## src/rtl/sbdm_pkg.sv

```systemverilog
// Package for the skin block density mask core.
// Holds the word types, configuration record, register indexes and sizing constants.
// No dependencies.
`timescale 1ns / 1ps

package sbdm_pkg;

	localparam int DEF_MAX_WIDTH = 2048;
	localparam int DEF_TILE_SIZE = 5;
	localparam int MAX_HEIGHT    = 2048;
	localparam int ROW_W         = 11;
	localparam int COUNT_W       = 5;
	localparam int QUEUE_DEPTH   = 4;
	localparam int CFG_INDEX_W   = 3;
	localparam int CFG_DATA_W    = 12;

	localparam logic [COUNT_W-1:0] COUNT_MAX = '1;

	localparam logic [CFG_INDEX_W-1:0] REG_FRAME_WIDTH     = 3'd0;
	localparam logic [CFG_INDEX_W-1:0] REG_FRAME_HEIGHT    = 3'd1;
	localparam logic [CFG_INDEX_W-1:0] REG_HUE_MIN         = 3'd2;
	localparam logic [CFG_INDEX_W-1:0] REG_HUE_MAX         = 3'd3;
	localparam logic [CFG_INDEX_W-1:0] REG_SAT_MIN_EXCL    = 3'd4;
	localparam logic [CFG_INDEX_W-1:0] REG_SAT_MAX         = 3'd5;
	localparam logic [CFG_INDEX_W-1:0] REG_COUNT_THRESHOLD = 3'd6;

	typedef struct packed {
		logic [8:0] hue;
		logic [7:0] saturation;
		logic [7:0] brightness;
	} pix_t;

	typedef struct packed {
		logic [8:0]         tile_column;
		logic [8:0]         tile_row;
		logic               tile_is_skin;
		logic [COUNT_W-1:0] skin_count;
		logic               frame_done;
	} tile_t;

	typedef struct packed {
		logic [11:0]        frame_width;
		logic [11:0]        frame_height;
		logic [8:0]         hue_min;
		logic [8:0]         hue_max;
		logic [7:0]         sat_min_excl;
		logic [7:0]         sat_max;
		logic [COUNT_W-1:0] count_threshold;
	} cfg_t;

	localparam cfg_t CFG_RESET = '{
		frame_width:     12'd640,
		frame_height:    12'd480,
		hue_min:         9'd0,
		hue_max:         9'd50,
		sat_min_excl:    8'd58,
		sat_max:         8'd173,
		count_threshold: 5'd10
	};

endpackage

```

## src/rtl/sbdm_front.sv

```systemverilog
// Front end: accepts pixel words, classifies skin, tracks raster and tile position.
// Pushes one entry per pixel into the queue. Depends on sbdm_pkg.
`timescale 1ns / 1ps

module sbdm_front #(
	parameter int MAX_WIDTH = sbdm_pkg::DEF_MAX_WIDTH,
	parameter int TILE_SIZE = sbdm_pkg::DEF_TILE_SIZE,
	localparam int TILE_COLS = (MAX_WIDTH + TILE_SIZE - 1) / TILE_SIZE,
	localparam int TCW = (TILE_COLS > 1) ? $clog2(TILE_COLS) : 1,
	localparam int ENTRY_W = TCW + sbdm_pkg::ROW_W + 3
) (
	input  logic               clk,
	input  logic               arst_n,
	input  sbdm_pkg::cfg_t     cfg,
	input  logic               pix_valid,
	output logic               pix_ready,
	input  sbdm_pkg::pix_t     pix,
	input  logic               q_full,
	input  logic               busy,
	output logic               push,
	output logic [ENTRY_W-1:0] entry
);

	localparam int PCW  = $clog2(MAX_WIDTH);
	localparam int TSW  = $clog2(TILE_SIZE);
	localparam int CMPW = (PCW > 12) ? PCW : 12;
	localparam int RW   = sbdm_pkg::ROW_W;

	typedef struct packed {
		logic [TCW-1:0] tc;
		logic [RW-1:0]  trow;
		logic           skin;
		logic           emit;
		logic           fdone;
	} entry_t;

	logic [PCW-1:0] pc_q;
	logic [RW-1:0]  pr_q;
	logic [TSW-1:0] cit_q;
	logic [TSW-1:0] rit_q;
	logic [TCW-1:0] tcol_q;
	logic [RW-1:0]  trow_q;

	logic [11:0] fw_m1;
	logic [11:0] fh_m1;
	logic        line_end;
	logic        last_row;
	logic        col_wrap;
	logic        row_wrap;
	logic        skin;
	entry_t      ent;

	// zero size acts as one
	assign fw_m1 = (cfg.frame_width == 12'd0) ? 12'd0 : cfg.frame_width - 12'd1;
	assign fh_m1 = (cfg.frame_height == 12'd0) ? 12'd0 : cfg.frame_height - 12'd1;

	assign line_end = (CMPW'(pc_q) >= CMPW'(fw_m1)) || (pc_q == PCW'(MAX_WIDTH - 1));
	assign last_row = ({1'b0, pr_q} >= fh_m1) || (pr_q == RW'(sbdm_pkg::MAX_HEIGHT - 1));
	assign col_wrap = (cit_q == TSW'(TILE_SIZE - 1));
	assign row_wrap = (rit_q == TSW'(TILE_SIZE - 1));

	assign skin = (pix.hue >= cfg.hue_min) && (pix.hue <= cfg.hue_max) &&
		(pix.saturation > cfg.sat_min_excl) && (pix.saturation <= cfg.sat_max) &&
		(pix.brightness != 8'd0);

	assign pix_ready = !q_full && !busy;
	assign push      = pix_valid && pix_ready;

	always_comb begin
		ent.tc    = tcol_q;
		ent.trow  = trow_q;
		ent.skin  = skin;
		ent.emit  = (col_wrap || line_end) && (row_wrap || last_row);
		ent.fdone = line_end && last_row;
	end

	assign entry = ent;

	always_ff @(posedge clk or negedge arst_n) begin
		if (!arst_n) begin
			pc_q   <= '0;
			pr_q   <= '0;
			cit_q  <= '0;
			rit_q  <= '0;
			tcol_q <= '0;
			trow_q <= '0;
		end else if (push) begin
			if (line_end) begin
				pc_q   <= '0;
				cit_q  <= '0;
				tcol_q <= '0;
				if (last_row) begin
					pr_q   <= '0;
					rit_q  <= '0;
					trow_q <= '0;
				end else begin
					pr_q  <= pr_q + RW'(1);
					rit_q <= row_wrap ? '0 : rit_q + TSW'(1);
					if (row_wrap)
						trow_q <= trow_q + RW'(1);
				end
			end else begin
				pc_q  <= pc_q + PCW'(1);
				cit_q <= col_wrap ? '0 : cit_q + TSW'(1);
				if (col_wrap)
					tcol_q <= tcol_q + TCW'(1);
			end
		end
	end

endmodule

```

## src/rtl/sbdm_queue.sv

```systemverilog
// Short FIFO between front and back ends of the density mask core.
// Generic entry width; depth from sbdm_pkg.
`timescale 1ns / 1ps

module sbdm_queue #(
	parameter int W = 8
) (
	input  logic         clk,
	input  logic         arst_n,
	input  logic         push,
	input  logic [W-1:0] din,
	input  logic         pop,
	output logic [W-1:0] head,
	output logic         full,
	output logic         empty
);

	localparam int DEPTH = sbdm_pkg::QUEUE_DEPTH;
	localparam int PTR_W = $clog2(DEPTH);

	logic [W-1:0]     slot_q [DEPTH];
	logic [PTR_W-1:0] wr_ptr_q;
	logic [PTR_W-1:0] rd_ptr_q;
	logic [PTR_W:0]   count_q;

	assign head  = slot_q[rd_ptr_q];
	assign full  = (count_q == (PTR_W + 1)'(DEPTH));
	assign empty = (count_q == '0);

	always_ff @(posedge clk) begin
		if (push)
			slot_q[wr_ptr_q] <= din;
	end

	always_ff @(posedge clk or negedge arst_n) begin
		if (!arst_n) begin
			wr_ptr_q <= '0;
			rd_ptr_q <= '0;
			count_q  <= '0;
		end else begin
			if (push)
				wr_ptr_q <= wr_ptr_q + PTR_W'(1);
			if (pop)
				rd_ptr_q <= rd_ptr_q + PTR_W'(1);
			unique case ({push, pop})
				2'b10:   count_q <= count_q + (PTR_W + 1)'(1);
				2'b01:   count_q <= count_q - (PTR_W + 1)'(1);
				default: count_q <= count_q;
			endcase
		end
	end

endmodule

```

## src/rtl/sbdm_back.sv

```systemverilog
// Back end: read-modify-write of the per-tile-column skin counters and the output register.
// Runs the post-reset clearing sweep of the counter memory. Depends on sbdm_pkg.
`timescale 1ns / 1ps

module sbdm_back #(
	parameter int MAX_WIDTH = sbdm_pkg::DEF_MAX_WIDTH,
	parameter int TILE_SIZE = sbdm_pkg::DEF_TILE_SIZE,
	localparam int TILE_COLS = (MAX_WIDTH + TILE_SIZE - 1) / TILE_SIZE,
	localparam int TCW = (TILE_COLS > 1) ? $clog2(TILE_COLS) : 1,
	localparam int ENTRY_W = TCW + sbdm_pkg::ROW_W + 3
) (
	input  logic                           clk,
	input  logic                           arst_n,
	input  logic [sbdm_pkg::COUNT_W-1:0]   threshold,
	input  logic                           q_empty,
	input  logic [ENTRY_W-1:0]             head,
	output logic                           pop,
	output logic                           busy,
	output logic                           tile_valid,
	input  logic                           tile_ready,
	output sbdm_pkg::tile_t                tile
);

	localparam int RW = sbdm_pkg::ROW_W;
	localparam int CW = sbdm_pkg::COUNT_W;

	typedef struct packed {
		logic [TCW-1:0] tc;
		logic [RW-1:0]  trow;
		logic           skin;
		logic           emit;
		logic           fdone;
	} entry_t;

	logic [CW-1:0]   cnt_mem [TILE_COLS];
	logic            clr_busy_q;
	logic [TCW-1:0]  clr_idx_q;

	entry_t          hd;
	entry_t          e_s1;
	logic            v_s1;
	logic [CW-1:0]   rd_s1;
	logic            fwd_s1;
	logic [CW-1:0]   fwd_data_s1;

	logic            tile_valid_q;
	sbdm_pkg::tile_t tile_q;

	logic            leave_s1;
	logic [CW-1:0]   old_cnt;
	logic [CW-1:0]   new_cnt;
	logic [CW-1:0]   wr_data;

	assign hd = head;

	assign leave_s1 = v_s1 && (!e_s1.emit || !tile_valid_q || tile_ready);
	assign pop      = !q_empty && !clr_busy_q && (!v_s1 || leave_s1);
	assign busy     = clr_busy_q;

	// read data is stale when the word ahead wrote the same column on the read edge
	assign old_cnt = fwd_s1 ? fwd_data_s1 : rd_s1;
	assign new_cnt = (e_s1.skin && old_cnt != sbdm_pkg::COUNT_MAX) ? old_cnt + CW'(1) : old_cnt;
	assign wr_data = e_s1.emit ? '0 : new_cnt;

	always_ff @(posedge clk) begin
		if (clr_busy_q)
			cnt_mem[clr_idx_q] <= '0;
		else if (leave_s1)
			cnt_mem[e_s1.tc] <= wr_data;
	end

	always_ff @(posedge clk) begin
		if (pop) begin
			rd_s1       <= cnt_mem[hd.tc];
			e_s1        <= hd;
			fwd_s1      <= leave_s1 && (e_s1.tc == hd.tc);
			fwd_data_s1 <= wr_data;
		end
	end

	always_ff @(posedge clk or negedge arst_n) begin
		if (!arst_n) begin
			clr_busy_q <= 1'b1;
			clr_idx_q  <= '0;
		end else if (clr_busy_q) begin
			clr_idx_q <= clr_idx_q + TCW'(1);
			if (clr_idx_q == TCW'(TILE_COLS - 1))
				clr_busy_q <= 1'b0;
		end
	end

	always_ff @(posedge clk or negedge arst_n) begin
		if (!arst_n) begin
			v_s1         <= 1'b0;
			tile_valid_q <= 1'b0;
		end else begin
			if (pop)
				v_s1 <= 1'b1;
			else if (leave_s1)
				v_s1 <= 1'b0;
			if (leave_s1 && e_s1.emit)
				tile_valid_q <= 1'b1;
			else if (tile_ready)
				tile_valid_q <= 1'b0;
		end
	end

	always_ff @(posedge clk) begin
		if (leave_s1 && e_s1.emit) begin
			tile_q.tile_column  <= 9'(e_s1.tc);
			tile_q.tile_row     <= 9'(e_s1.trow);
			tile_q.tile_is_skin <= (new_cnt > threshold);
			tile_q.skin_count   <= new_cnt;
			tile_q.frame_done   <= e_s1.fdone;
		end
	end

	assign tile_valid = tile_valid_q;
	assign tile       = tile_q;

`ifndef SYNTHESIS
	a_clear_idle: assert property (@(posedge clk) disable iff (!arst_n)
		clr_busy_q |-> (!v_s1 && !tile_valid_q))
		else $error("pipeline active during counter clear");

	a_rise_from_commit: assert property (@(posedge clk) disable iff (!arst_n)
		$rose(tile_valid_q) |-> $past(leave_s1 && e_s1.emit))
		else $error("tile word appeared without a committed tile end");

	a_flag_matches: assert property (@(posedge clk) disable iff (!arst_n)
		tile_valid_q |-> (tile_q.tile_is_skin == (tile_q.skin_count > threshold)))
		else $error("skin flag disagrees with count and threshold");
`endif

endmodule

```

## src/rtl/skin_block_density_mask_core.sv

```systemverilog
// Path: a pixel word passes the queue and the stage-1 register to the output register.
// Throughput: one pixel per clock while pix_ready is high; the counter memory reads one
// column and writes another each cycle, with the write forwarded when neighboring words
// hit the same column. Output stalls backpressure through the queue to pix_ready.
// Reset: configuration returns to defaults and the counter memory is swept to zero,
// one entry a cycle, ceil(MAX_WIDTH/TILE_SIZE) entries (410 by default), pix_ready low.
`timescale 1ns / 1ps

module skin_block_density_mask_core #(
	parameter int MAX_WIDTH = sbdm_pkg::DEF_MAX_WIDTH,
	parameter int TILE_SIZE = sbdm_pkg::DEF_TILE_SIZE
) (
	input  logic                              clk,
	input  logic                              arst_n,
	input  logic                              cfg_wr_en,
	input  logic [sbdm_pkg::CFG_INDEX_W-1:0]  cfg_index,
	input  logic [sbdm_pkg::CFG_DATA_W-1:0]   cfg_data,
	input  logic                              pix_valid,
	output logic                              pix_ready,
	input  sbdm_pkg::pix_t                    pix,
	output logic                              tile_valid,
	input  logic                              tile_ready,
	output sbdm_pkg::tile_t                   tile
);

	localparam int TILE_COLS = (MAX_WIDTH + TILE_SIZE - 1) / TILE_SIZE;
	localparam int TCW = (TILE_COLS > 1) ? $clog2(TILE_COLS) : 1;
	localparam int ENTRY_W = TCW + sbdm_pkg::ROW_W + 3;

	sbdm_pkg::cfg_t     cfg_q;
	logic               push;
	logic               pop;
	logic               q_full;
	logic               q_empty;
	logic               busy;
	logic [ENTRY_W-1:0] entry;
	logic [ENTRY_W-1:0] head;

	always_ff @(posedge clk or negedge arst_n) begin
		if (!arst_n) begin
			cfg_q <= sbdm_pkg::CFG_RESET;
		end else if (cfg_wr_en) begin
			unique case (cfg_index)
				sbdm_pkg::REG_FRAME_WIDTH:     cfg_q.frame_width     <= cfg_data[11:0];
				sbdm_pkg::REG_FRAME_HEIGHT:    cfg_q.frame_height    <= cfg_data[11:0];
				sbdm_pkg::REG_HUE_MIN:         cfg_q.hue_min         <= cfg_data[8:0];
				sbdm_pkg::REG_HUE_MAX:         cfg_q.hue_max         <= cfg_data[8:0];
				sbdm_pkg::REG_SAT_MIN_EXCL:    cfg_q.sat_min_excl    <= cfg_data[7:0];
				sbdm_pkg::REG_SAT_MAX:         cfg_q.sat_max         <= cfg_data[7:0];
				sbdm_pkg::REG_COUNT_THRESHOLD: cfg_q.count_threshold <= cfg_data[4:0];
				default: ;
			endcase
		end
	end

	sbdm_front #(
		.MAX_WIDTH (MAX_WIDTH),
		.TILE_SIZE (TILE_SIZE)
	) u_front (
		.clk       (clk),
		.arst_n    (arst_n),
		.cfg       (cfg_q),
		.pix_valid (pix_valid),
		.pix_ready (pix_ready),
		.pix       (pix),
		.q_full    (q_full),
		.busy      (busy),
		.push      (push),
		.entry     (entry)
	);

	sbdm_queue #(
		.W (ENTRY_W)
	) u_queue (
		.clk    (clk),
		.arst_n (arst_n),
		.push   (push),
		.din    (entry),
		.pop    (pop),
		.head   (head),
		.full   (q_full),
		.empty  (q_empty)
	);

	sbdm_back #(
		.MAX_WIDTH (MAX_WIDTH),
		.TILE_SIZE (TILE_SIZE)
	) u_back (
		.clk        (clk),
		.arst_n     (arst_n),
		.threshold  (cfg_q.count_threshold),
		.q_empty    (q_empty),
		.head       (head),
		.pop        (pop),
		.busy       (busy),
		.tile_valid (tile_valid),
		.tile_ready (tile_ready),
		.tile       (tile)
	);

endmodule

```

## config.mk

```make
export PLATFORM = sky130hd
export DESIGN_NAME = skin_block_density_mask_core
export DESIGN_NICKNAME = d
export VERILOG_FILES = /design/src/rtl/sbdm_pkg.sv /design/src/rtl/sbdm_front.sv /design/src/rtl/sbdm_queue.sv /design/src/rtl/sbdm_back.sv /design/src/rtl/skin_block_density_mask_core.sv
export SDC_FILE = /design/constraint.sdc
export NUM_CORES = 2
export LEC_CHECK = 0
export ABC_AREA = 1
export BUFFER_PORTS_ARGS = -buffer_cell sky130_fd_sc_hd__buf_2
export CAP_MARGIN = 40
export CORE_MARGIN = 2
export CORE_UTILIZATION = 60
export DETAILED_ROUTE_END_ITERATION = 7
export PLACE_DENSITY = 0.76
export SETUP_SLACK_MARGIN = 0.5
export SLEW_MARGIN = 20
export SYNTH_ARGS = -nofsm -noshare
export SYNTH_HDL_FRONTEND = slang
export SYNTH_SLANG_ARGS = --single-unit
```

## constraint.sdc

```tcl
create_clock -name clk -period 51.9 [get_ports clk]
set_input_delay 10.38 -clock clk [delete_from_list [all_inputs] [get_ports clk]]
set_output_delay 10.38 -clock clk [all_outputs]
set_load 0.02 [all_outputs]
```

; Yosys cells after proc, flatten, opt, wreduce, memory -nomap -nowiden
; Memories as Yosys holds them, arrays and structs flattened. A register that Yosys moved wholly into a read port is not among the register bits.
; Index checks and enable logic that the tools add are counted.
[word_totals]
reg_bits = 182
mem_bits_rw = 2142
inputBits = 45
mem_count = 2
[mem_list]
columns = memory, words, word_bits, read_ports, rd_clocked_by_memory_dff, write_ports, line
row1 = u_back.cnt_mem, 410, 5, 1, 1, 1, sbdm_back.sv:35  ; logic [CW-1:0] cnt_mem [TILE_COLS];
row2 = u_queue.slot_q, 4, 23, 1, 0, 1, sbdm_queue.sv:21  ; logic [W-1:0] slot_q [DEPTH];
[op_classes]
add_sub_neg = 14
magnitude_cmp = 7
eq_ne = 16
mux = 32
n_reduce_logical = 48
[op_table]
columns = operator, count
row1 = 2-to-1 mux 11 bit, 4
row2 = "adder 11 x 1 -> 11 bit, second input constant", 3
row3 = 2-to-1 mux 9 bit, 3
row4 = greater-or-equal comparator 11 x 12 -> 1 bit, 2
row5 = logical NOT 12 bit, 2
row6 = 2-to-1 mux 12 bit, 2
row7 = "subtractor 12 x 1 -> 12 bit, second input constant", 2
row8 = "equality test 11 bit, second input constant", 2
row9 = 2-to-1 mux 5 bit, 4
row10 = "adder 9 x 1 -> 9 bit, second input constant", 2
row11 = "equality test 3 bit, second input constant", 6
row12 = AND reduction 2 bit, 9
row13 = logical AND 1 bit, 14
row14 = 2-to-1 mux 1 bit, 14
row15 = 2-to-1 mux 3 bit, 4
row16 = nonzero test 2 bit, 5
row17 = "adder 3 x 1 -> 3 bit, second input constant", 3
row18 = equality test 9 bit, 1
row19 = "equality test 9 bit, second input constant", 1
row20 = greater-or-equal comparator 9 bit, 1
row21 = <= comparator 9 bit, 1
row22 = > comparator 8 bit, 1
row23 = <= comparator 8 bit, 1
row24 = nonzero test 8 bit, 1
row25 = other kinds (15), 29

; Longest topological paths before layout
[logic_depth]
word_depth = 9
depth_mapped = 20
depth_no_buf = 20

; Cells and area by module
; Synthesis repeated with hierarchy kept, for this count alone.
[hier_totals]
cells_unflattened = 8646
hier_area_um2 = 97841.3
[modules_own_cells]
columns = module, instances, cells_per_inst, area_per_inst_um2
row1 = sbdm_back, 1, 7336, 86229.0
row2 = sbdm_front, 1, 707, 4954.8
row3 = sbdm_queue, 1, 316, 4131.5
row4 = skin_block_density_mask_core, 1, 287, 2526.2

; Least setup slack after synthesis
; No wires, ideal clock.
[synth_path]
path_type = input to register
from = input port tile_ready
to = memory u_back.cnt_mem[0][0] (netlist name) (data pin)
setup_time_ns = 3.239
arrival_ns = 26.240
required_time_ns = 48.661
path_slack_ns = 22.421
path_stages = 7
n_path_buf = 1
cell_sequence = inv_1 nand3_1 nand2_1 inv_2 nand2_1 buf_2 nor3_1
[synth_between]
elab_chain_len = 7
[synth_rtl]
columns = element, line
row1 = "start, declared", skin_block_density_mask_core.sv:22  ; input logic tile_ready,
row2 = logical OR 1 bit, sbdm_back.sv:56  ; assign leave_s1 = v_s1 && (!e_s1.emit || !tile_valid_q || tile_ready);
row3 = logical AND 1 bit, sbdm_back.sv:56
row4 = 2-to-1 mux 1 bit, sbdm_back.sv:68  ; else if (leave_s1)
row5 = 2-to-1 mux 1 bit, sbdm_back.sv:66  ; if (clr_busy_q)
row6 = 2-to-1 mux 1 bit (implied by the code), sbdm_back.sv:69  ; cnt_mem[e_s1.tc] <= wr_data;
row7 = OR reduction 5 bit (no line), -
row8 = 2-to-1 mux 5 bit (no line), -
row9 = "end, declared", sbdm_back.sv:35
; No other way between the ends.

; Final worst setup path
[layout_path]
from = input port tile_ready
to = memory u_back.cnt_mem[19][0] (netlist name) (enable)
[layout_between]
elab_chain_len = 7
elab_cells_between_ends = 8
cone_classes = mux (5) / reduce/logical (3)
[layout_rtl]
columns = element, line
row1 = logical OR 1 bit *, sbdm_back.sv:56
row2 = logical AND 1 bit *, sbdm_back.sv:56
row3 = 2-to-1 mux 1 bit *, sbdm_back.sv:68
row4 = 2-to-1 mux 1 bit *, sbdm_back.sv:66
row5 = 2-to-1 mux 1 bit (implied by the code) *, sbdm_back.sv:69
row6 = OR reduction 5 bit (no line), -
row7 = 2-to-1 mux 9 bit (no line) / 2-to-1 mux 1 bit (equally long branches), -
; Mark *: on every way between the ends. The rest lies on a longest branch, timed or not.

==> run_summary.xml <==
<?xml version="1.0" encoding="UTF-8"?>
<metrics>
  <group name="sta">
    <metric name="timing.final.setup_violations" unit="">0</metric>
    <metric name="timing.final.crit_period" unit="ps">13460</metric>
    <metric name="fin_setup_tns" unit="ps">0</metric>
    <metric name="hold_violations" unit="">0</metric>
    <metric name="worst_pin_slew" unit="ps">1440</metric>
    <metric name="achievable-frequency" unit="MHz">74.3</metric>
    <metric name="timing.slew.headroom" unit="">0.0392</metric>
    <metric name="rsz0062_at_grt" unit="">no</metric>
    <metric name="final_min_period_over_clock_period" unit="">0.259</metric>
    <metric name="drv_slew" unit="">0</metric>
    <metric name="clock_skew" unit="ps">39.5</metric>
  </group>
  <group name="pwr">
    <metric name="switching_fraction_of_total_power" unit="">0.434</metric>
    <metric name="p_comb_frac" unit="">0.446</metric>
    <metric name="power.share.sequential" unit="">0.340</metric>
    <metric name="worst_ir_drop_on_vdd" unit="V">0.000108</metric>
    <metric name="post-layout-total-power" unit="mW">7.42</metric>
    <metric name="power.leakage" unit="nW">41.6</metric>
    <metric name="clock_power_share" unit="">0.214</metric>
    <metric name="internal_power" unit="mW">4.20</metric>
    <metric name="power_density" unit="nW/um^2">67.1</metric>
    <metric name="switching_power" unit="mW">3.22</metric>
  </group>
  <group name="die">
    <metric name="io_pins" unit="">72</metric>
    <metric name="number_of_standard_cell_rows_in_the_floorplan" unit="">150</metric>
    <metric name="y_dimension_of_the_die" unit="um">414</metric>
    <metric name="die-width" unit="um">414</metric>
    <metric name="core" unit="um^2">167000</metric>
    <metric name="die_area" unit="um^2">172000</metric>
    <metric name="initial_utilization" unit="">0.604</metric>
  </group>
  <group name="critical_path">
    <metric name="rrSetupSlack" unit="ps">45110</metric>
    <metric name="worst_ep_arrival_time" unit="ps">13960</metric>
    <metric name="timing.setup.critical_path_class" unit="">primary input to flop</metric>
    <metric name="reg2reg_to" unit="">u_back.rd_s1[1]</metric>
    <metric name="worst_setup_path_end_kind" unit="">flop</metric>
    <metric name="startpoint_type" unit="">primary input</metric>
    <metric name="ff2ff_path_depth" unit="">19</metric>
    <metric name="critPathRequiredTime" unit="ps">52400</metric>
    <metric name="timing.rr.start" unit="">u_queue.rd_ptr_q[0]</metric>
    <metric name="critPathLaunch" unit="">tile_ready</metric>
    <metric name="crit_path_end" unit="">u_back.cnt_mem[19][0]</metric>
    <metric name="crit_path_max_fanout" unit="">23</metric>
  </group>
  <group name="clock_tree">
    <metric name="postCtsSetupBuffers" unit="">0</metric>
    <metric name="clock_pin_transition_on_the_worst_setup_and_hold_timing_paths" unit="ps">60</metric>
    <metric name="clock-sinks" unit="">2319</metric>
    <metric name="hold_buf_cts" unit="">0</metric>
    <metric name="ctsResizeCount" unit="">0</metric>
    <metric name="ctsHtreeMaxLevel" unit="">4</metric>
    <metric name="cts.path.max_buffers" unit="">3</metric>
    <metric name="clkLatencyLatePin" unit="ps">860</metric>
    <metric name="cts_inserted_buffers" unit="">219</metric>
    <metric name="tritoncts_clock_tree" unit="">yes</metric>
    <metric name="clock-root-buffer" unit="">clkbuf_16</metric>
  </group>
  <group name="synthesis">
    <metric name="yosysSeqAreaShare" unit="">0.683</metric>
    <metric name="total_nets_after_synthesis" unit="">9307</metric>
    <metric name="ys_dominant_reg_cell" unit="">edfxtp_1</metric>
    <metric name="async_flop_share" unit="">0.0552</metric>
    <metric name="cell_area_after_synthesis" unit="um^2">101000</metric>
    <metric name="synth.yosys.warnings" unit="">0</metric>
    <metric name="synth_area_per_cell" unit="um^2">11.0</metric>
    <metric name="synthesis.instances" unit="">9179</metric>
    <metric name="count_of_cell_types_in_the_netlist" unit="">54</metric>
    <metric name="synth_enable_flop_cells" unit="">2191</metric>
    <metric name="ys_seq_elements" unit="">2319</metric>
  </group>
  <group name="detailed_routing">
    <metric name="drt_pass1_iterations" unit="">8</metric>
    <metric name="drt_wl_total" unit="mm">257</metric>
    <metric name="detail_route.vias_per_cell" unit="">6.09</metric>
    <metric name="drt-wirelength-per-cell" unit="um">22.5</metric>
    <metric name="detailed_route_drc_error_count" unit="">3</metric>
    <metric name="drt-initial-drc-count" unit="">10100</metric>
    <metric name="antenna_left" unit="">0</metric>
    <metric name="via_count" unit="">69500</metric>
  </group>
  <group name="run_status">
    <metric name="violations_in_the_final_reports" unit="">design-rule violations</metric>
    <metric name="status" unit="">finished, violations left</metric>
  </group>
  <group name="layout">
    <metric name="fin_cells" unit="">11400</metric>
    <metric name="num-nets-final" unit="">9147</metric>
    <metric name="multiInputGateArea" unit="um^2">26500</metric>
    <metric name="drive_gt1_frac" unit="">0.0658</metric>
    <metric name="regArea" unit="um^2">69000</metric>
    <metric name="fillers" unit="">11900</metric>
    <metric name="syn_to_final_growth" unit="%">9.47</metric>
  </group>
  <group name="run">
    <metric name="drv.max_cap_violation_count" unit="">0</metric>
  </group>
  <group name="global_route">
    <metric name="gr-usage-all-layers" unit="">0.295</metric>
    <metric name="grt-ovfl-total" unit="">0</metric>
    <metric name="grt_first_pass_wirelength" unit="mm">388</metric>
    <metric name="largest_net_degree_at_the_start_of_global_routing" unit="">242</metric>
    <metric name="grt_pass1_vias" unit="">67300</metric>
    <metric name="antenna_found_initial" unit="">5</metric>
  </group>
  <group name="place">
    <metric name="dp_hpwl" unit="mm">146</metric>
    <metric name="place.detailed.instances" unit="">11000</metric>
    <metric name="gp_routability_congestion" unit="">0.912</metric>
    <metric name="numPortBuffers" unit="">71</metric>
  </group>
  <group name="worst_hold_path">
    <metric name="timing.hold.worst.class" unit="">flop to flop</metric>
  </group>
</metrics>
[cells by family after synthesis]
group / count (synthesis) / share of synthesized area
buffers and inverters: 1381 / 0.0553
multiplexers: 1 / 0.0000991
AND/OR/NAND/NOR: 4858 / 0.219
XOR/XNOR: 44 / 0.00382
adder cells (fa/ha/maj): 83 / 0.0104
AO/OA/AOI/OAI: 493 / 0.0284
flip-flops: 2319 / 0.683
[power by group through the flow]
stage / clock [mW] / sequential (mW) / combinational, mW
detailed placement: 0 / 2.56 / 3.18
global placement: 0 / 2.56 / 3.07
floorplan: 0 / 2.78 / 2.04
finish: 1.59 / 2.52 / 3.31
CTS: 1.60 / 2.52 / 3.20
global route: 1.67 / 2.53 / 3.56
[how the worst min path moves through the flow]
stage | start | end | slack [ps] | depth (start not counted)
5_1_grt | u_back.e_s1[0] | u_back.tile[0] | 430 | 0
6_report | u_back.e_s1[9] | u_back.tile[13] | 420 | 0
3_5_place_dp | u_back.e_s1[9] | u_back.tile[13] | 400 | 0
3_3_place_gp | u_back.e_s1[4] | u_back.tile[8] | 400 | 0
4_1_cts | u_back.e_s1[9] | u_back.tile[13] | 420 | 0
2_1_floorplan | u_back.e_s1[0] | u_back.tile[0] | 400 | 0
[layout make-up]
type | count | area share
Tap cell | 2204 | 0.0249
Antenna cell | 4 | 0.0000905
Multi-Input combinational cell | 5479 | 0.240
Inverter | 791 | 0.0270
Clock buffer | 287 | 0.0531
Timing Repair Buffer | 209 | 0.0192
Sequential cell | 2319 | 0.624
Clock inverter | 121 | 0.0114
[critical path, stage by stage]
cell and delay (ps):
buf_2 80, inv_1 50, nand3_1 90, nand2_1 80, inv_2 100, nand2_1 460, o21ai_0 580, inv_1 160
nor2_1 620, nand2_1 720, nor2_1 620
[flip-flops by register name (all words and copies together), names as in the netlist]
register and flops:
cfg_q 63, u_back.busy 1, u_back.clr_idx_q 9, u_back.cnt_mem 2050, u_back.e_s1 21, u_back.fwd_data_s1 5
u_back.fwd_s1 1, u_back.rd_s1 5, u_back.tile 25, u_back.tile_valid 1, u_back.v_s1 1, u_front.cit_q 3
u_front.pc_q 11, u_front.pr_q 11, u_front.rit_q 3, u_front.tcol_q 9, u_front.trow_q 9, u_queue.count_q 3
u_queue.rd_ptr_q 2, u_queue.slot_q 84, u_queue.wr_ptr_q 2
[cell usage in the layout, fill, tap and decap left out, drive strengths merged, types with 2 or more instances in the layout]
cell type,instances
dfrtp,107
diode,4
nor3,29
o2111ai,2
nand2,2000
nor2,594
o311ai,7
o221ai,3
xor2,33
nand4,22
inv,799
nor3b,3
clkinv,87
a32oi,2
a21oi,46
o21ai,289
o22ai,15
nor4,8
dfstp,21
ha,82
o21bai,3
nand3,1818
edfxtp,2191
or2,32
o211ai,113
buf,209
xnor2,11
clkbuf,287
clkinvlp,3
a211oi,3
a31oi,3
nand3b,351
bufinv,23
[through the flow]
step / utilization / setup WS, ps / hold slack (ps) / instance area (um^2)
2_1_floorplan: - / 22420 / 400 / 101000
3_3_place_gp: 0.613 / 37390 / 401 / 103000
3_5_place_dp: 0.616 / 37720 / 405 / 103000
4_1_cts: 0.659 / 38590 / 420 / 110000
5_1_grt: 0.661 / 38280 / 431 / 111000
6_report: 0.661 / 38440 / 419 / 111000
[cell usage after synthesis, drive strengths merged (7+ instances only)]
cell type     n  area, um^2
o22ai        15        93.8
clkbuf      288        1080
nand2      2000        7520
or2          32         200
dfstp        21         552
xnor2        11        96.3
o21ai       289        1450
a21oi        46         234
nand3b      351        2640
dfrtp       107        2680
o311ai        7        61.3
edfxtp     2191       65800
inv         791        2970
nand4        22         138
nor2        594        2250
o211ai      113         848
xor2         33         289
buf         302        1530
ha           82        1030
nor3         29         150
nor4          8        50.1
nand3      1818        9110
[per-layer routing]
metal	part of all wire	track usage
met5	0.000027	0
met4	0.048	0.136
met3	0.11	0.0562
met2	0.47	0.479
met1	0.37	0.388
(Power assumes the default switching activity.)
